## src/rtl/core/icc_pkg.sv

```systemverilog
// ----------------------------------------------------------------------------
// icc_pkg
// Types, register indexes and constants for the incubator climate and
// turner control core.
// ----------------------------------------------------------------------------
`default_nettype none

package icc_pkg;

	// defaults for the top-level parameters
	localparam int unsigned PULSE_MS_DEF             = 15000;
	localparam int unsigned DEFAULT_TURN_MINUTES_DEF = 120;

	localparam logic [31:0] MS_PER_MINUTE = 32'd60000;

	// configuration port
	localparam int CFG_IDX_W  = 3;
	localparam int CFG_DATA_W = 32;

	localparam logic [CFG_IDX_W-1:0] CFG_AUTO_MODE          = 3'd0;
	localparam logic [CFG_IDX_W-1:0] CFG_TARGET_TEMPERATURE = 3'd1;
	localparam logic [CFG_IDX_W-1:0] CFG_TARGET_HUMIDITY    = 3'd2;
	localparam logic [CFG_IDX_W-1:0] CFG_TURN_INTERVAL      = 3'd3;
	localparam logic [CFG_IDX_W-1:0] CFG_MANUAL_OUTPUTS     = 3'd4;
	localparam logic [CFG_IDX_W-1:0] CFG_START_TIME         = 3'd5;

	// register reset values
	localparam logic [9:0] TARGET_TEMPERATURE_RST = 10'd375;
	localparam logic [9:0] TARGET_HUMIDITY_RST    = 10'd550;

	// manual_outputs bit positions
	localparam int MAN_HEATER = 0;
	localparam int MAN_BULB2  = 1;
	localparam int MAN_FAN    = 2;
	localparam int MAN_TURNER = 3;

	// status codes
	localparam logic [1:0] STAT_NONE = 2'd0;
	localparam logic [1:0] STAT_LOW  = 2'd1;
	localparam logic [1:0] STAT_OK   = 2'd2;
	localparam logic [1:0] STAT_HIGH = 2'd3;

	// bands, tenths of a degree / tenths of a percent
	localparam logic signed [12:0] HEAT_BAND  = 13'sd3;
	localparam logic signed [12:0] TEMP_BAND  = 13'sd5;
	localparam logic signed [12:0] HUMID_BAND = 13'sd50;

	typedef struct packed {
		logic [31:0]        now_ms;
		logic               reading_present;
		logic               reading_valid;
		logic signed [11:0] temperature;
		logic [9:0]         humidity;
		logic               turn_request;
	} tick_t;

	typedef struct packed {
		logic        heater_on;
		logic        bulb2_on;
		logic        fan_on;
		logic        turner_on;
		logic        turn_started;
		logic [31:0] next_turn_ms;
		logic [1:0]  temp_status;
		logic [1:0]  humidity_status;
	} result_t;

endpackage

`default_nettype wire

```

## src/rtl/core/icc_if.sv

```systemverilog
// ----------------------------------------------------------------------------
// icc_tick_if / icc_result_if
// Valid/ready channels for tick words and result words.
// ----------------------------------------------------------------------------
`default_nettype none

interface icc_tick_if;
	logic           valid;
	logic           ready;
	icc_pkg::tick_t data;

	modport source (output valid, output data, input ready);
	modport sink   (input valid, input data, output ready);
endinterface

interface icc_result_if;
	logic             valid;
	logic             ready;
	icc_pkg::result_t data;

	modport source (output valid, output data, input ready);
	modport sink   (input valid, input data, output ready);
endinterface

`default_nettype wire

```

## src/rtl/core/incubator_climate_and_turner_control_core.sv

```systemverilog
// ----------------------------------------------------------------------------
// incubator_climate_and_turner_control_core
// One tick word per cycle: latches readings, runs the turner pulse and the
// turn schedule, regulates heater, bulb2 and fan, reports status.
// ----------------------------------------------------------------------------
// An accepted tick word passes the input register, then the result register.
// Throughput: one tick per cycle; the only limit is the result port
// back-pressure, with one input register ahead.
// Reset (arst_n low): drives off, no pulse, no reading held, registers at
// their defaults (auto mode on, 37.5 C, 55.0 %, default turn interval).
`default_nettype none

module incubator_climate_and_turner_control_core #(
	parameter int unsigned PULSE_MS             = icc_pkg::PULSE_MS_DEF,
	parameter int unsigned DEFAULT_TURN_MINUTES = icc_pkg::DEFAULT_TURN_MINUTES_DEF
) (
	input  wire logic                            clk,
	input  wire logic                            arst_n,
	icc_tick_if.sink                             tick,
	icc_result_if.source                         result,
	input  wire logic                            wr_en,
	input  wire logic [icc_pkg::CFG_IDX_W-1:0]   wr_index,
	input  wire logic [icc_pkg::CFG_DATA_W-1:0]  wr_data
);

	localparam logic [31:0] PULSE_LEN  = 32'(PULSE_MS);
	localparam logic [31:0] DEFAULT_IV = 32'(DEFAULT_TURN_MINUTES * 60000);

	// configuration
	logic        auto_mode_q;
	logic [9:0]  target_temp_q;
	logic [9:0]  target_hum_q;
	logic [31:0] interval_ms_q;
	logic [3:0]  manual_q;
	logic [31:0] start_time_q;

	// control state
	logic        heater_q, bulb2_q, fan_q, turner_q;
	logic        pulse_active_q;
	logic [31:0] pulse_end_q;
	logic [31:0] last_turn_q;
	logic        turned_once_q;
	logic        held_valid_q;
	logic [11:0] held_temp_q;
	logic [9:0]  held_hum_q;

	// pipeline
	logic             valid_s1;
	icc_pkg::tick_t   tick_s1;
	logic             out_valid_q;
	icc_pkg::result_t out_q;

	logic advance, step;

	assign advance      = !out_valid_q || result.ready;
	assign tick.ready   = !valid_s1 || advance;
	assign step         = valid_s1 && advance;
	assign result.valid = out_valid_q;
	assign result.data  = out_q;

	// ---------------- configuration decode ----------------
	logic        cfg_hit;
	logic        auto_next;
	logic [3:0]  manual_next;
	logic [10:0] wr_minutes;
	logic [31:0] wr_interval;

	assign wr_minutes  = wr_data[10:0];
	assign wr_interval = (wr_minutes == 11'd0) ? DEFAULT_IV
	                                           : {21'd0, wr_minutes} * icc_pkg::MS_PER_MINUTE;

	always_comb begin
		cfg_hit     = 1'b1;
		auto_next   = auto_mode_q;
		manual_next = manual_q;
		unique case (wr_index)
			icc_pkg::CFG_AUTO_MODE:          auto_next = wr_data[0];
			icc_pkg::CFG_TARGET_TEMPERATURE: cfg_hit = 1'b1;
			icc_pkg::CFG_TARGET_HUMIDITY:    cfg_hit = 1'b1;
			icc_pkg::CFG_TURN_INTERVAL:      cfg_hit = 1'b1;
			icc_pkg::CFG_MANUAL_OUTPUTS:     manual_next = wr_data[3:0];
			icc_pkg::CFG_START_TIME:         cfg_hit = 1'b1;
			default:                         cfg_hit = 1'b0;
		endcase
	end

	logic cfg_load_manual;
	assign cfg_load_manual = wr_en && cfg_hit && !auto_next;

	always_ff @(posedge clk or negedge arst_n) begin
		if (!arst_n) begin
			auto_mode_q   <= 1'b1;
			target_temp_q <= icc_pkg::TARGET_TEMPERATURE_RST;
			target_hum_q  <= icc_pkg::TARGET_HUMIDITY_RST;
			interval_ms_q <= DEFAULT_IV;
			manual_q      <= 4'd0;
			start_time_q  <= 32'd0;
		end else if (wr_en) begin
			unique case (wr_index)
				icc_pkg::CFG_AUTO_MODE:          auto_mode_q   <= wr_data[0];
				icc_pkg::CFG_TARGET_TEMPERATURE: target_temp_q <= wr_data[9:0];
				icc_pkg::CFG_TARGET_HUMIDITY:    target_hum_q  <= wr_data[9:0];
				icc_pkg::CFG_TURN_INTERVAL:      interval_ms_q <= wr_interval;
				icc_pkg::CFG_MANUAL_OUTPUTS:     manual_q      <= wr_data[3:0];
				icc_pkg::CFG_START_TIME:         start_time_q  <= wr_data;
				default: ;
			endcase
		end
	end

	// ---------------- tick datapath ----------------
	logic        req;
	logic [31:0] now;
	logic        hv;
	logic [11:0] ht;
	logic [9:0]  hh;

	assign now = tick_s1.now_ms;
	assign req = tick_s1.turn_request;
	assign hv  = tick_s1.reading_present ? tick_s1.reading_valid : held_valid_q;
	assign ht  = tick_s1.reading_present ? tick_s1.temperature   : held_temp_q;
	assign hh  = tick_s1.reading_present ? tick_s1.humidity      : held_hum_q;

	logic signed [12:0] t, tt, h, th;
	assign t  = {ht[11], ht};
	assign tt = {3'd0, target_temp_q};
	assign h  = {3'd0, hh};
	assign th = {3'd0, target_hum_q};

	logic heat_low, heat_high, temp_low, temp_high, hum_low, hum_high;
	assign heat_low  = t < tt - icc_pkg::HEAT_BAND;
	assign heat_high = t > tt + icc_pkg::HEAT_BAND;
	assign temp_low  = t < tt - icc_pkg::TEMP_BAND;
	assign temp_high = t > tt + icc_pkg::TEMP_BAND;
	assign hum_low   = h < th - icc_pkg::HUMID_BAND;
	assign hum_high  = h > th + icc_pkg::HUMID_BAND;

	// schedule: elapsed time since the last turn, or since start_time
	logic [31:0] base, elapsed, pulse_left;
	logic        due, still_on, pulse_ends, sched, turn;

	assign base       = turned_once_q ? last_turn_q : start_time_q;
	assign elapsed    = now - base;
	assign due        = elapsed >= interval_ms_q;
	assign pulse_left = now - pulse_end_q;
	// a fresh request restarts the pulse, so only an old pulse can end here
	assign still_on   = pulse_active_q && pulse_left[31];
	assign pulse_ends = pulse_active_q && !pulse_left[31] && !req;
	assign sched      = auto_mode_q && !req && !still_on && due;
	assign turn       = req || sched;

	logic        heater_n, bulb2_n, fan_n, turner_n;
	logic [31:0] next_n;
	logic [1:0]  ts_n, hs_n;

	always_comb begin
		heater_n = heater_q;
		bulb2_n  = bulb2_q;
		fan_n    = fan_q;
		if (auto_mode_q) begin
			if (!hv) begin
				heater_n = 1'b0;
				bulb2_n  = 1'b0;
				fan_n    = 1'b0;
			end else begin
				if (heat_low) begin
					heater_n = 1'b1;
					bulb2_n  = 1'b1;
				end else if (heat_high) begin
					heater_n = 1'b0;
					bulb2_n  = 1'b0;
				end
				fan_n = temp_high || hum_high;
			end
		end

		if (turn)
			turner_n = 1'b1;
		else if (pulse_ends)
			turner_n = auto_mode_q ? 1'b0 : manual_q[icc_pkg::MAN_TURNER];
		else
			turner_n = turner_q;

		if (turn)
			next_n = interval_ms_q;
		else if (due)
			next_n = 32'd0;
		else
			next_n = interval_ms_q - elapsed;

		if (!hv)            ts_n = icc_pkg::STAT_NONE;
		else if (temp_low)  ts_n = icc_pkg::STAT_LOW;
		else if (temp_high) ts_n = icc_pkg::STAT_HIGH;
		else                ts_n = icc_pkg::STAT_OK;

		if (!hv)           hs_n = icc_pkg::STAT_NONE;
		else if (hum_low)  hs_n = icc_pkg::STAT_LOW;
		else if (hum_high) hs_n = icc_pkg::STAT_HIGH;
		else               hs_n = icc_pkg::STAT_OK;
	end

	// ---------------- state ----------------
	always_ff @(posedge clk or negedge arst_n) begin
		if (!arst_n) begin
			heater_q       <= 1'b0;
			bulb2_q        <= 1'b0;
			fan_q          <= 1'b0;
			turner_q       <= 1'b0;
			pulse_active_q <= 1'b0;
			pulse_end_q    <= 32'd0;
			last_turn_q    <= 32'd0;
			turned_once_q  <= 1'b0;
			held_valid_q   <= 1'b0;
			held_temp_q    <= 12'd0;
			held_hum_q     <= 10'd0;
		end else if (cfg_load_manual) begin
			heater_q <= manual_next[icc_pkg::MAN_HEATER];
			bulb2_q  <= manual_next[icc_pkg::MAN_BULB2];
			fan_q    <= manual_next[icc_pkg::MAN_FAN];
			turner_q <= manual_next[icc_pkg::MAN_TURNER];
		end else if (step) begin
			heater_q       <= heater_n;
			bulb2_q        <= bulb2_n;
			fan_q          <= fan_n;
			turner_q       <= turner_n;
			pulse_active_q <= turn || still_on;
			held_valid_q   <= hv;
			held_temp_q    <= ht;
			held_hum_q     <= hh;
			if (turn) begin
				pulse_end_q   <= now + PULSE_LEN;
				last_turn_q   <= now;
				turned_once_q <= 1'b1;
			end
		end
	end

	// ---------------- handshake ----------------
	always_ff @(posedge clk or negedge arst_n) begin
		if (!arst_n) begin
			valid_s1    <= 1'b0;
			out_valid_q <= 1'b0;
		end else begin
			if (tick.ready)
				valid_s1 <= tick.valid;
			if (advance)
				out_valid_q <= valid_s1;
		end
	end

	always_ff @(posedge clk) begin
		if (tick.ready && tick.valid)
			tick_s1 <= tick.data;
		if (step) begin
			out_q.heater_on       <= heater_n;
			out_q.bulb2_on        <= bulb2_n;
			out_q.fan_on          <= fan_n;
			out_q.turner_on       <= turner_n;
			out_q.turn_started    <= turn;
			out_q.next_turn_ms    <= next_n;
			out_q.temp_status     <= ts_n;
			out_q.humidity_status <= hs_n;
		end
	end

endmodule

`default_nettype wire
```

## src/flat_wrapper.sv

```systemverilog
// flat-port wrapper written by rule: the top's interface ports become plain ports
module incubator_climate_and_turner_control_core_flat 
#(
	parameter int unsigned PULSE_MS             = icc_pkg::PULSE_MS_DEF,
	parameter int unsigned DEFAULT_TURN_MINUTES = icc_pkg::DEFAULT_TURN_MINUTES_DEF
)
  (clk, arst_n, wr_en, wr_index, wr_data, tick_valid, tick_data, tick_ready, result_valid, result_data, result_ready);
  icc_tick_if tick_i ();
  icc_result_if result_i ();
  input  wire logic clk;
  input  wire logic arst_n;
  input  wire logic wr_en;
  input  wire logic [icc_pkg::CFG_IDX_W-1:0] wr_index;
  input  wire logic [icc_pkg::CFG_DATA_W-1:0] wr_data;
  input wire logic [$bits(tick_i.valid)-1:0] tick_valid;
  input wire logic [$bits(tick_i.data)-1:0] tick_data;
  output wire logic [$bits(tick_i.ready)-1:0] tick_ready;
  output wire logic [$bits(result_i.valid)-1:0] result_valid;
  output wire logic [$bits(result_i.data)-1:0] result_data;
  input wire logic [$bits(result_i.ready)-1:0] result_ready;
  assign tick_i.valid = tick_valid;
  assign tick_i.data = tick_data;
  assign tick_ready = tick_i.ready;
  assign result_valid = result_i.valid;
  assign result_data = result_i.data;
  assign result_i.ready = result_ready;
  incubator_climate_and_turner_control_core #(.PULSE_MS(PULSE_MS), .DEFAULT_TURN_MINUTES(DEFAULT_TURN_MINUTES)) u_core (.clk(clk), .arst_n(arst_n), .tick(tick_i), .result(result_i), .wr_en(wr_en), .wr_index(wr_index), .wr_data(wr_data));
endmodule
```

## config.mk

```make
export PLATFORM = sky130hd
export DESIGN_NAME = incubator_climate_and_turner_control_core_flat
export DESIGN_NICKNAME = d
export VERILOG_FILES = /design/src/rtl/core/icc_pkg.sv /design/src/rtl/core/icc_if.sv /design/src/rtl/core/incubator_climate_and_turner_control_core.sv /design/src/flat_wrapper.sv
export SDC_FILE = /design/constraint.sdc
export NUM_CORES = 1
export LEC_CHECK = 0
export ABC_AREA = 1
export BUFFER_PORTS_ARGS = -buffer_cell sky130_fd_sc_hd__buf_2
export CELL_PAD_IN_SITES_DETAIL_PLACEMENT = 0
export CELL_PAD_IN_SITES_GLOBAL_PLACEMENT = 1
export CORE_ASPECT_RATIO = 0.75
export CORE_MARGIN = 3
export CORE_UTILIZATION = 47
export CTS_CLUSTER_SIZE = 10
export DETAILED_ROUTE_END_ITERATION = 12
export MAX_ROUTING_LAYER = met4
export PLACE_DENSITY = 0.79
export SYNTH_ARGS = -nofsm -noshare
export SYNTH_HDL_FRONTEND = slang
export SYNTH_SLANG_ARGS = --single-unit
```

## constraint.sdc

```tcl
create_clock -name clk -period 5.2 [get_ports clk]
set_clock_uncertainty 0.15 [all_clocks]
set_input_delay 0 -clock clk [delete_from_list [all_inputs] [get_ports clk]]
set_output_delay 0 -clock clk [all_outputs]
set_load 0.01 [all_outputs]
```

# ---- After elaboration in Yosys (flattened, before gate mapping)
# Index checks and enable logic that the tools add are counted.
dict set report totals {
  word_cells 128
  rom_bits 0
  latch_bits 0
  ff_bits 282
  ramBits 0
  memories 0
  input_bits 97
}
dict set report op_classes {
  div 0
  bitwise_logic 2
  shifts 0
  eq_ne 5
  add_sub_neg 10
  order_cmp 7
  multipliers 1
  mux 35
  reduce_logical 33
}
# op n
set ops {}
lappend ops {{two-way mux 32 bit} 3}
lappend ops {{subtractor 32 bit} 3}
lappend ops {{adder 32 x 14 -> 32 bit (second input constant)} 1}
lappend ops {{>= comparator 32 bit} 1}
lappend ops {{two-way mux 1 bit} 28}
lappend ops {{two-way mux 27 bit} 1}
lappend ops {{> comparator 12 bit} 2}
lappend ops {{< comparator 12 x 11 -> 1 bit} 2}
lappend ops {{multiplier 11 x 11 -> 22 bit (second input constant)} 1}
lappend ops {{> comparator 11 x 13 -> 1 bit} 1}
lappend ops {{< comparator 11 x 13 -> 1 bit} 1}
lappend ops {{two-way mux 12 bit} 1}
lappend ops {{adder 10 x 2 -> 11 bit (second input constant)} 1}
lappend ops {{adder 10 x 3 -> 11 bit (second input constant)} 1}
lappend ops {{adder 10 x 6 -> 11 bit (second input constant)} 1}
lappend ops {{zero test 11 bit} 1}
lappend ops {{subtractor 10 x 2 -> 11 bit (second input constant)} 1}
lappend ops {{subtractor 10 x 3 -> 11 bit (second input constant)} 1}
lappend ops {{subtractor 10 x 6 -> 11 bit (second input constant)} 1}
lappend ops {{logical AND 1 bit} 10}
lappend ops {{two-way mux 10 bit} 1}
lappend ops {{AND reduction 2 bit} 5}
lappend ops {{equality test 3 x 2 -> 1 bit (second input constant)} 2}
lappend ops {{equality test 3 bit (second input constant)} 2}
lappend ops {{10 further kinds} 21}

# ---- Depth between registers and ports, before layout
# Gate-level depths: netlist of the first run.
dict set report depth {
  ltp_word 9
  depth_mapped 32
  depth_no_buf 30
}

# ---- Worst setup path after synthesis of the first run
# No wires, ideal clock.
dict set report synth_path {
  kind {reg2reg}
  from {reg u_core.turned_once_q}
  to {reg u_core.out_q (netlist bit u_core.result.data[28]), data pin}
  path_buffers 4
  stages_incl_launch_ff 31
  setup_time_ps 253
  arrival_ps 4064
  slack_ps 733
  cell_sequence {dfrtp_1 > buf_2 > buf_1 > mux2i_1 > ha_1 > nand2_1 > inv_1 > a21oi_1 > nor2_1 > nor2_1 > nand2_2 > a31oi_1 > o21bai_1 > xnor2_1 > ha_1 > nand2_1 > nor2_1 > inv_1 > nor2_1 > and3_1 > nand2_1 > nand2_1 > nand2_1 > nand2_1 > nand3_2 > nand2_2 > nand2_4 > buf_6 > buf_6 > nand2_1 > nand2_1}
}
dict set report synth_via {
  elab_chain_len 6
  word_cells_on_any_way 8
  classes_between {add/sub (2); order compare (1); mux (3); reduce/logical (2)}
}
# item line
set synth_rtl {}
lappend synth_rtl {{from (decl)} incubator_climate_and_turner_control_core.sv:42} ;# logic turned_once_q;
lappend synth_rtl {{from (signal assigned)} incubator_climate_and_turner_control_core.sv:212} ;# turned_once_q <= 1'b0;
lappend synth_rtl {{from (signal assigned)} incubator_climate_and_turner_control_core.sv:233} ;# turned_once_q <= 1'b1;
lappend synth_rtl {{two-way mux 32 bit} incubator_climate_and_turner_control_core.sv:142} ;# assign base = turned_once_q ? last_turn_q : start_time_q;
lappend synth_rtl {{subtractor 32 bit} incubator_climate_and_turner_control_core.sv:143} ;# assign elapsed = now - base;
lappend synth_rtl {{>= comparator 32 bit} incubator_climate_and_turner_control_core.sv:144} ;# assign due = elapsed >= interval_ms_q;
lappend synth_rtl {{logical AND 1 bit} incubator_climate_and_turner_control_core.sv:149} ;# assign sched = auto_mode_q && !req && !still_on && due;
lappend synth_rtl {{logical OR 1 bit} incubator_climate_and_turner_control_core.sv:150} ;# assign turn = req || sched;
lappend synth_rtl {{named net u_core.turn} incubator_climate_and_turner_control_core.sv:140} ;# logic due, still_on, pulse_ends, sched, turn;
lappend synth_rtl {{two-way mux 32 bit} incubator_climate_and_turner_control_core.sv:184} ;# if (turn)
lappend synth_rtl {{named net u_core.next_n[24]} incubator_climate_and_turner_control_core.sv:153} ;# logic [31:0] next_n;
lappend synth_rtl {{to (decl)} incubator_climate_and_turner_control_core.sv:51} ;# icc_pkg::result_t out_q;
# The timed path passes the listed nets, and every way through them passes these cells.
# A chain may end at the register's enable or synchronous reset.

# ---- Final worst setup path of the first run
dict set report layout_path {
  from {in wr_data[1] in the netlist's numbering}
  to {reg u_core.interval_ms_q[23]}
}
dict set report layout_via {
  elab_chain_len 2
  word_cells_on_any_way 3
  classes_between {mul (1); mux (1); reduce/logical (1)}
}
# item line
set layout_rtl {}
lappend layout_rtl {{from (decl)} flat_wrapper.sv:14} ;# input wire logic [icc_pkg::CFG_DATA_W-1:0] wr_data;
lappend layout_rtl {{multiplier 11 x 11 -> 22 bit or zero test 11 bit (tied branches)} {incubator_climate_and_turner_control_core.sv:70, incubator_climate_and_turner_control_core.sv:69}}
lappend layout_rtl {{two-way mux 27 bit (*)} incubator_climate_and_turner_control_core.sv:69} ;# assign wr_interval = (wr_minutes == 11'd0) ? DEFAULT_IV
lappend layout_rtl {{to (signal assigned)} incubator_climate_and_turner_control_core.sv:103} ;# icc_pkg::CFG_TURN_INTERVAL: interval_ms_q <= wr_interval;
lappend layout_rtl {{to (decl)} incubator_climate_and_turner_control_core.sv:33} ;# logic [31:0] interval_ms_q;
# Mark *: on every way between the ends. The rest lies on a longest branch, timed or not.

==> out/metrics.yaml, run 1 <==
synth.avg_cell_area_um2: 8.39
rows: 65
areaGrowthSynthToFinish_pct: 17.7
cts_buffer_depth: 3
clk_pin_slew_ns: 0.06
grt_pass1_vias: 16738
multi_input_area_um2: 11500
seq_area_frac_synth: 0.360
slew_headroom: 0.291
cts-root-buf: "clkbuf_16"
dpl.cell_count: 3084
final.fill_count: 3869
antenna_left: 0
route.detailed.drc: 0
timing.hold.ws_ns: 0.0263
synth_top_area_share: 0.184
crit_slowest_cell: "fa_1"
stdcell_count: 3256
yosysUniqueCellTypes: 61
status: "finished clean"
cp_max_fo: 7
register_area_um2: 7250
p_sw_frac: 0.471
grt-ovfl-total: 0
hold_path_class: "input port to register"
numPortBuffers: 139
endpoint_kind: "register"
rr_startpoint: "u_core.turned_once_q"
grt_usage: 0.263
ir_worst_vdd_mv: 0.294
fp.dieW_um: 245
leakagePower_nw: 11.8
wirelength_um: 57200
ys.flop_type: "dfrtp_1"
fin_nets: 3013
internal_power_mw: 7.23
syn_inst: 2404
async_reset_ff_frac: 0.636
start_util: 0.478
via_per_inst: 5.18
netlist_top_cells_area: "dfrtp_1 (18%), edfxtp_1 (15%), ha_1 (13%)"
cp_cell_sequence: "dlygate4sd3_1 > buf_2 > fa_1 > inv_1 > fa_1 > inv_1 > fa_1 > fa_1 > inv_1 > fa_1 > inv_1 > ha_1 > nand2_1 > inv_1 > a221oi_2 > nand3_1 > a21oi_2 > o21ai_0 > o21ai_0 > nand2_1"
min_period_ns: 4.84
fmax_mhz: 207
dpl.hpwl_um: 43200
cts_buffers: 34
worst_setup_path_start_kind: "input port"
yosysWarnings: 0
antenna_found_initial: 1
synth_top_cell_by_area: "dfrtp_1"
num_vias: 16882
max_slew.worst_pin.slew_ns: 1.06
synthesis.area_um2: 20200
pwr-share-seq: 0.248
post_route_cells_drive_above_1_share: 0.134
ctsHtreeMaxLevel: 2
num_antenna_cells: 0
worst_ep_arrival_time_ns: 5.11
io_pins: 140
dieArea_um2: 45400
die-height_um: 185
synth_edf_count: 98
fin_area_um2: 23700
crit_start: "wr_data[1]"
p_sw_mw: 6.43
first_pass_iters: 6
post-route-period-util: 0.931
cts_tree: "done"
clk_latency_ns: 0.53
drt_iter0_markers: 1126
drv_cap: 0
finalSetupViolCount: 0
wl_per_cell_um: 17.6
grt_max_degree: 130
core_area_um2: 42200
fin_ws_ns: 0.359
place.gp.congestion: 0.941
finalSetupTns_ns: 0
min_from: "tick_data[53]"
worst-setup-path-type: "input port to register"
final_max_slew_viol_count: 0
grt_pass1_wl_um: 91400
power.density_nw_per_um2: 576
placedInstanceArea_um2: 21500
pwr-share-comb: 0.586
crit_required_ns: 5.47
finalHoldViolations: 0
place_ws_ns: 0.215
clock_sinks: 269
slowest_delay_ns: 0.54
synth-seq-cells: 269
clock_power_share: 0.166
-- layer usage --
layer,track usage,share of wire
met3,0.0485,0.061
met2,0.415,0.45
met1,0.350,0.47
met4,0.0729,0.026
met5,-,0
-- per-stage QoR --
| step | utilization | total power, mW |
|---|---|---|
| floorplan | - | 9.14 |
| global placement | 0.510 | 11.1 |
| detailed placement | 0.510 | 11.2 |
| CTS | 0.560 | 13.6 |
| global route | 0.562 | 15.0 |
| finish | 0.562 | 13.7 |
-- path summary, 6_finish.rpt --
path	to	slack, ns	cells past startpoint
setup reg to reg	u_core.result.data[14]	0.48	26
max in group asynchronous	u_core.last_turn_q[26]	3.69	4
hold / removal	u_core.now[28]	0.03	2
setup / recovery	u_core.interval_ms_q[23]	0.36	20
hold reg to reg	u_core.pulse_end_q[24]	0.32	2
min in group asynchronous	u_core.target_temp_q[1]	0.44	3
-- layout by cell type, fill, tap and decap left out, drive strengths merged, types with 15 or more instances in the layout --
master / count
inv: 313
nor3: 24
dlygate4sd3: 105
a21oi: 109
mux2i: 31
fa: 37
buf: 172
nand3: 137
xnor2: 43
nand4: 15
ha: 217
dfstp: 23
nor2: 135
dfrtp: 148
clkbuf: 57
a31oi: 20
xor2: 76
o21ai: 154
mux2: 21
nand2: 653
edfxtp: 98
-- final cells by class --
class | instances | area share
Multi-Input combinational cell | 1767 | 0.483
Sequential cell | 269 | 0.306
Timing Repair Buffer | 277 | 0.0876
Inverter | 313 | 0.0497
Clock buffer | 57 | 0.0425
Tap cell | 569 | 0.0300
Clock inverter | 4 | 0.00179
-- kinds of logic after synthesis --
kind of cell | after synthesis | synth area share
buf+inv | 372 | 0.0742
simple gates | 991 | 0.219
flops | 269 | 0.360
other cells | 1 | 0.000186
xor+xnor | 119 | 0.0517
fa+ha+maj | 254 | 0.171
compound gates | 346 | 0.0966
mux | 52 | 0.0271
-- power groups by stage --
stage / sequential [mW] / combinational (mW) / clock (mW)
global placement: 3.40 / 7.74 / 0
global route: 3.45 / 9.15 / 2.42
floorplan: 3.22 / 5.92 / 0
detailed placement: 3.40 / 7.80 / 0
CTS: 3.37 / 7.92 / 2.33
finish: 3.39 / 8.01 / 2.26
-- worst max-delay path: cells and delay by family --
family | cells | cell delay (ns)
AO/OA/AOI/OAI | 4 | 0.80
buffers and inverters | 7 | 0.99
AND/OR/NAND/NOR | 3 | 0.35
adder cells (fa/ha/maj) | 6 | 2.95
-- registers in the layout, summed over array words and instances, names as in the netlist, 10 cells and up --
name	cells
u_core.held_temp_q	12
u_core.result.data	41
u_core.pulse_end_q	29
u_core.last_turn_q	32
u_core.now	32
u_core.held_hum_q	10
u_core.tick_s1	24
u_core.start_time_q	32
u_core.interval_ms_q	22
u_core.target_hum_q	10
u_core.target_temp_q	10
-- cells in the mapped netlist, drive strengths merged (12+ instances only) --
cell / number
a21oi: 109
a31oi: 20
buf: 31
clkbuf: 28
dfrtp: 148
dfstp: 23
edfxtp: 98
fa: 37
ha: 217
inv: 312
mux2: 21
mux2i: 31
nand2: 653
nand3: 137
nand4: 15
nor2: 135
nor3: 24
o21ai: 154
o21bai: 12
xnor2: 43
xor2: 76
-- timing repair --
item	CTS	global route
setup buffers	0	5
endpoints found under the setup margin	0	88
hold buffers	106	0
hold endpoints to repair	283	0
resized for setup	0	12
Note: power is estimated with default switching activity, not from simulation.
==> run 2, diff against run 1 <==
- BUFFER_PORTS_ARGS: -buffer_cell sky130_fd_sc_hd__buf_2 -> -buffer_cell sky130_fd_sc_hd__clkbuf_2
- CORE_MARGIN: 3 -> 8
==> out/metrics.yaml, run 2 (synthesis results as in run 1) <==
max_slew.worst_pin.slew_ns: 1.18  # was 1.06 ns
wirelength_um: 58200  # was 57200 µm
stdcell_count: 3253  # was 3256
met2_usage: 0.359  # was 0.415
slew_headroom: 0.206  # was 0.291
postCtsSetupRepairBufs: 0  # unchanged
finalSetupViolCount: 0  # unchanged
largest_reg_flops: 41  # unchanged
grt_usage: 0.240  # was 0.263
io_pins: 140  # unchanged
post_route_cells_drive_above_1_share: 0.134  # about the same
worst-setup-path-type: "input port to register"  # unchanged
hold_path_class: "input port to register"  # unchanged
fin_ws_ns: 0.258  # was 0.359 ns
num_vias: 16919  # about the same
ctsHtreeMaxLevel: 2  # unchanged
status: "finished clean"  # unchanged
place_ws_ns: 0.321  # was 0.215 ns
place.gp.congestion: 0.909  # was 0.941
drv_cap: 0  # unchanged
route.detailed.drc: 0  # unchanged
fmax_mhz: 202  # was 207 MHz
worst_ep_arrival_time_ns: 5.18  # was 5.11 ns
cts_buffer_depth: 3  # unchanged
rows: 65  # unchanged
fp.dieW_um: 255  # was 245 µm
first_pass_iters: 5  # was 6
grt_max_degree: 130  # unchanged
die-height_um: 195  # was 185 µm
grt_pass1_wl_um: 92700  # was 91400 µm
cts-root-buf: "clkbuf_16"  # unchanged
final.fill_count: 3891  # was 3869
fin_area_um2: 23600  # was 23700 µm²
hold_depth: 2  # unchanged
crit_start: "wr_data[1]"  # unchanged
power.density_nw_per_um2: 578  # was 576 nW/µm²
finalSetupTns_ns: 0  # unchanged
fin_nets: 3008  # was 3013
grt-ovfl-total: 0  # unchanged
start_util: 0.478  # unchanged
endpoint_kind: "register"  # unchanged
clk_pin_slew_ns: 0.06  # about the same
dpl.hpwl_um: 44900  # was 43200 µm
use_met1: 0.337  # was 0.350
r2r_slack_ns: 0.46  # was 0.48 ns
cts_buffers: 34  # unchanged
worst-r2r-cell-count: 24  # was 26
clk_latency_ns: 0.53  # about the same
antenna_left: 0  # unchanged
fin_util: 0.560  # was 0.562
antenna_found_initial: 1  # unchanged
rr_startpoint: "u_core.turned_once_q"  # unchanged
busiest_layer: "met2"  # unchanged
final_cell_mix: "nand2_1 (636), inv_1 (308), ha_1 (217), dfrtp_1 (148), clkbuf_2 (138)"  # was nand2_1 (636), inv_1 (308), ha_1 (217), dfrtp_1 (147), buf_2 (138)
cts_tree: "done"  # unchanged
ir_worst_vdd_mv: 0.347  # was 0.294 mV
grt_pass1_vias: 16749  # about the same
cp_max_fo: 7  # unchanged
dpl.cell_count: 3091  # was 3084
areaGrowthSynthToFinish_pct: 17.2  # was 17.7%
leakagePower_nw: 11.8  # about the same
use_met3: 0.0402  # was 0.0485
clock_sinks: 269  # unchanged
worst_setup_path_start_kind: "input port"  # unchanged
drt_iter0_markers: 1125  # was 1126
finalHoldViolations: 0  # unchanged
crit_required_ns: 5.44  # was 5.47 ns
core_area_um2: 42200  # unchanged
min_period_ns: 4.94  # was 4.84 ns
wl_per_cell_um: 17.9  # was 17.6 µm
final_max_slew_viol_count: 0  # unchanged
post-route-period-util: 0.950  # was 0.931
final_common_cell: "nand2_1"  # unchanged
rsz0062_at_grt: "yes"
placedInstanceArea_um2: 21600  # was 21500 µm²
numPortBuffers: 139  # unchanged
dieArea_um2: 49800  # was 45400 µm²
via_per_inst: 5.20  # was 5.18
min_from: "tick_data[52]"  # was tick_data[53]
==> run 2: layer usage <==
layer,share of wire,vias up
li1,-,8429
met1,0.48,7975
met2,0.44,420
met3,0.061,95
met4,0.024,0
met5,0,-
==> run 2: final cells by class <==
class / instances / area, µm² / area share
Timing Repair Buffer: 272 / 2020 / 0.0853
Antenna cell: 1 / 2.50 / 0.000106
Tap cell: 569 / 712 / 0.0301
Multi-Input combinational cell: 1767 / 11500 / 0.485
Inverter: 313 / 1180 / 0.0498
Clock buffer: 57 / 978 / 0.0414
Sequential cell: 269 / 7250 / 0.307
Clock inverter: 5 / 47.5 / 0.00201
==> run 2: power breakdown <==
part           internal [mW]  total (mW)  switching [mW]
Combinational           2.98        8.05            5.07
Clock                   1.29        2.21           0.928
Sequential              2.90        3.38           0.487
Total                   7.17        13.7            6.48
==> run 2: path summary, 6_finish.rpt <==
check,to
worst max-delay path,u_core.interval_ms_q[23]
max in group asynchronous,u_core.start_time_q[27]
worst min register to register,u_core.pulse_end_q[18]
min in group asynchronous,u_core.target_hum_q[9]
worst min-delay path,u_core.now[27]
worst max register to register,u_core.result.data[17]
==> run 2: critical path, stage by stage <==
cell and delay [ns]:
dlygate4sd3_1 0.54, clkbuf_2 0.20, fa_1 0.57, inv_1 0.05, fa_1 0.50, inv_1 0.06
fa_1 0.48, fa_1 0.52, inv_1 0.06, fa_1 0.54, inv_1 0.04, ha_1 0.36
nand2_1 0.10, inv_1 0.04, a221oi_1 0.32, nand3_1 0.22, a21oi_2 0.21, o21ai_0 0.13
o21ai_0 0.16, nand2_1 0.07
==> run 2: repair_timing <==
item                       4_1_cts  5_1_grt
gates resized for setup          0        4
hold endpoints to repair       277        0
hold buffers                    99        0
setup endpoints to repair        0       49
==> run 2: per-stage QoR <==
| stage | hold WS (ns) | power [mW] |
|---|---|---|
| finish | 0.0253 | 13.7 |
| floorplan | -0.446 | 9.14 |
| detailed placement | -0.194 | 11.3 |
| global placement | -0.197 | 11.3 |
| CTS | 0.00439 | 13.7 |
| global route | 0.0177 | 14.9 |
==> run 3, diff against run 2 <==
- CORE_UTILIZATION: 47 -> 48
- CTS_BUF_LIST: unset -> sky130_fd_sc_hd__clkbuf_4
- PLACE_DENSITY: 0.79 -> 0.81
==> out/metrics.yaml, run 3 (synthesis results as in run 1) <==
grt_pass1_vias: 17824  # was 16.7k
final_cell_mix: "nand2_1 (636), inv_1 (308), ha_1 (217), dlygate4sd3_1 (187), dfrtp_1 (147)"  # was nand2_1 (636), inv_1 (308), ha_1 (217), dfrtp_1 (148), clkbuf_2 (138)
drv_cap: 0  # unchanged
use_met3: 0.0480  # was 0.0402
rows: 65  # unchanged
path_buf_inv: 4  # was 7
via_per_inst: 5.15  # was 5.20
grt-ovfl-total: 0  # unchanged
cts_buffers: 75  # was 34
fin_nets: 3142  # was 3008
wirelength_um: 59500  # was 58200 µm
route.detailed.drc: 0  # unchanged
areaGrowthSynthToFinish_pct: 21.9  # was 17.2%
drt_iter0_markers: 1272  # was 1125
crit_required_ns: 5.57  # was 5.44 ns
met2_usage: 0.373  # was 0.359
power.density_nw_per_um2: 549  # was 578 nW/µm²
finalSetupViolCount: 0  # unchanged
crit_slowest_cell: "dfrtp_2"  # was fa_1
slew_headroom: 0.286  # was 0.206
start_util: 0.483  # was 0.478
antenna_left: 0  # unchanged
worst_setup_path_start_kind: "register"  # was input port
worst_ep_arrival_time_ns: 5.17  # was 5.18 ns
leakagePower_nw: 12.3  # was 11.8 nW
grt_usage: 0.248  # was 0.240
ir_worst_vdd_mv: 0.373  # was 0.347 mV
cts-root-buf: "clkbuf_4"  # was clkbuf_16
fmax_mhz: 208  # was 202 MHz
fin_ws_ns: 0.394  # was 0.258 ns
endpoint_kind: "register"  # unchanged
final_common_cell: "nand2_1"  # unchanged
cts_tree: "done"  # unchanged
hold_depth: 4  # was 2
total_power_mw: 13.5  # was 13.7 mW
ctsHtreeMaxLevel: 3  # was 2
dieArea_um2: 48900  # was 49800 µm²
min_period_ns: 4.81  # was 4.94 ns
clk_latency_ns: 0.83  # was 0.53 ns
multi_input_area_um2: 11500  # about the same
worst_path_most_repeated_cell: "nand2_1"
cpLargestDelayFamily: "simple AND/OR/NAND/NOR gates"  # was adder cells
post-route-period-util: 0.924  # was 0.950
register_area_um2: 7250  # about the same
dpl.hpwl_um: 43600  # was 44900 µm
path_depth: 29  # was 20
first_pass_iters: 6  # was 5
finalSetupTns_ns: 0  # unchanged
busiest_layer: "met2"  # unchanged
antenna_found_initial: 3  # was 1
worst-setup-path-type: "register to register"  # was input port to register
largest_reg_flops: 41  # unchanged
die-height_um: 193  # was 195 µm
finalHoldViolations: 0  # unchanged
hold_path_class: "input port to register"  # unchanged
numPortBuffers: 139  # unchanged
post_route_cells_drive_above_1_share: 0.157  # was 0.134
clk_pin_slew_ns: 0.06  # about the same
cts_buffer_depth: 3  # unchanged
max_slew.worst_pin.slew_ns: 1.06  # was 1.18 ns
clock_sinks: 269  # unchanged
cp_max_fo: 23  # was 7
fp.dieW_um: 253  # was 255 µm
wl_per_cell_um: 17.4  # was 17.9 µm
worst-r2r-cell-count: 29  # was 24
slowest_delay_ns: 0.47  # was 0.57 ns
grt_max_degree: 76  # was 130
io_pins: 140  # unchanged
core_area_um2: 41700  # was 42200 µm²
place_ws_ns: 0.176  # was 0.321 ns
num_vias: 17634  # was 16.9k
status: "finished clean"  # unchanged
grt_pass1_wl_um: 94900  # was 92700 µm
use_met1: 0.334  # was 0.337
final_max_slew_viol_count: 0  # unchanged
place.gp.congestion: 0.909  # about the same
final.fill_count: 3751  # was 3891
==> run 3: per-layer routing <==
layer | vias to the layer above | routed length (µm)
met2 | 466 | 26200
met4 | 0 | 1540
met5 | - | 0
met3 | 96 | 3290
met1 | 8317 | 28500
li1 | 8755 | -
==> run 3: stage by stage <==
step | cells | util | hold WS (ns) | instance area (µm²)
final | 3424 | 0.589 | 0.138 | 24600
after global routing | 3424 | 0.589 | 0.139 | 24600
after CTS | 3413 | 0.585 | 0.0904 | 24400
after detailed placement | 3088 | 0.516 | -0.121 | 21500
after global placement | 3088 | 0.516 | -0.134 | 21500
after floorplan | 2408 | - | -0.446 | 20200
==> run 3: timing repair <==
action | in CTS | in global routing
hold buffers | 188 | 0
setup endpoints to repair | 0 | 91
resized for setup | 0 | 14
setup buffers | 0 | 5
hold endpoints to repair | 410 | 0
==> run 3: area by class of cell <==
type                            count  area share
Antenna cell                        4    0.000407
Clock buffer                      117      0.0357
Clock inverter                     20     0.00351
Inverter                          313      0.0480
Multi-Input combinational cell   1767       0.466
Sequential cell                   269       0.295
Tap cell                          569      0.0290
Timing Repair Buffer              365       0.122
==> run 3: report_power, final <==
part	switching, mW	internal, mW	leakage (nW)
logic	5.09	3.06	8.71
registers	0.455	2.90	3.03
clock network	0.976	1.03	0.582
total	6.52	6.98	12.3
==> run 3: worst min-delay path: stages <==
cell and delay [ns]:
dlygate4sd3_1 0.52, clkbuf_2 0.11, inv_1 0.20, o21ai_0 0.23
==> run 3: path summary, 6_finish.rpt <==
check	from	endpoint	slack [ns]
worst max-delay path	u_core.turned_once_q	u_core.result.data[26]	0.39
worst min-delay path	wr_data[4]	u_core.target_temp_q[4]	0.14
worst max register to register	u_core.turned_once_q	u_core.result.data[26]	0.39
worst min register to register	u_core.pulse_end_q[21]	u_core.pulse_end_q[21]	0.32
max in group asynchronous	arst_n	u_core.turned_once_q	3.87
min in group asynchronous	arst_n	u_core.held_temp_q[6]	0.17
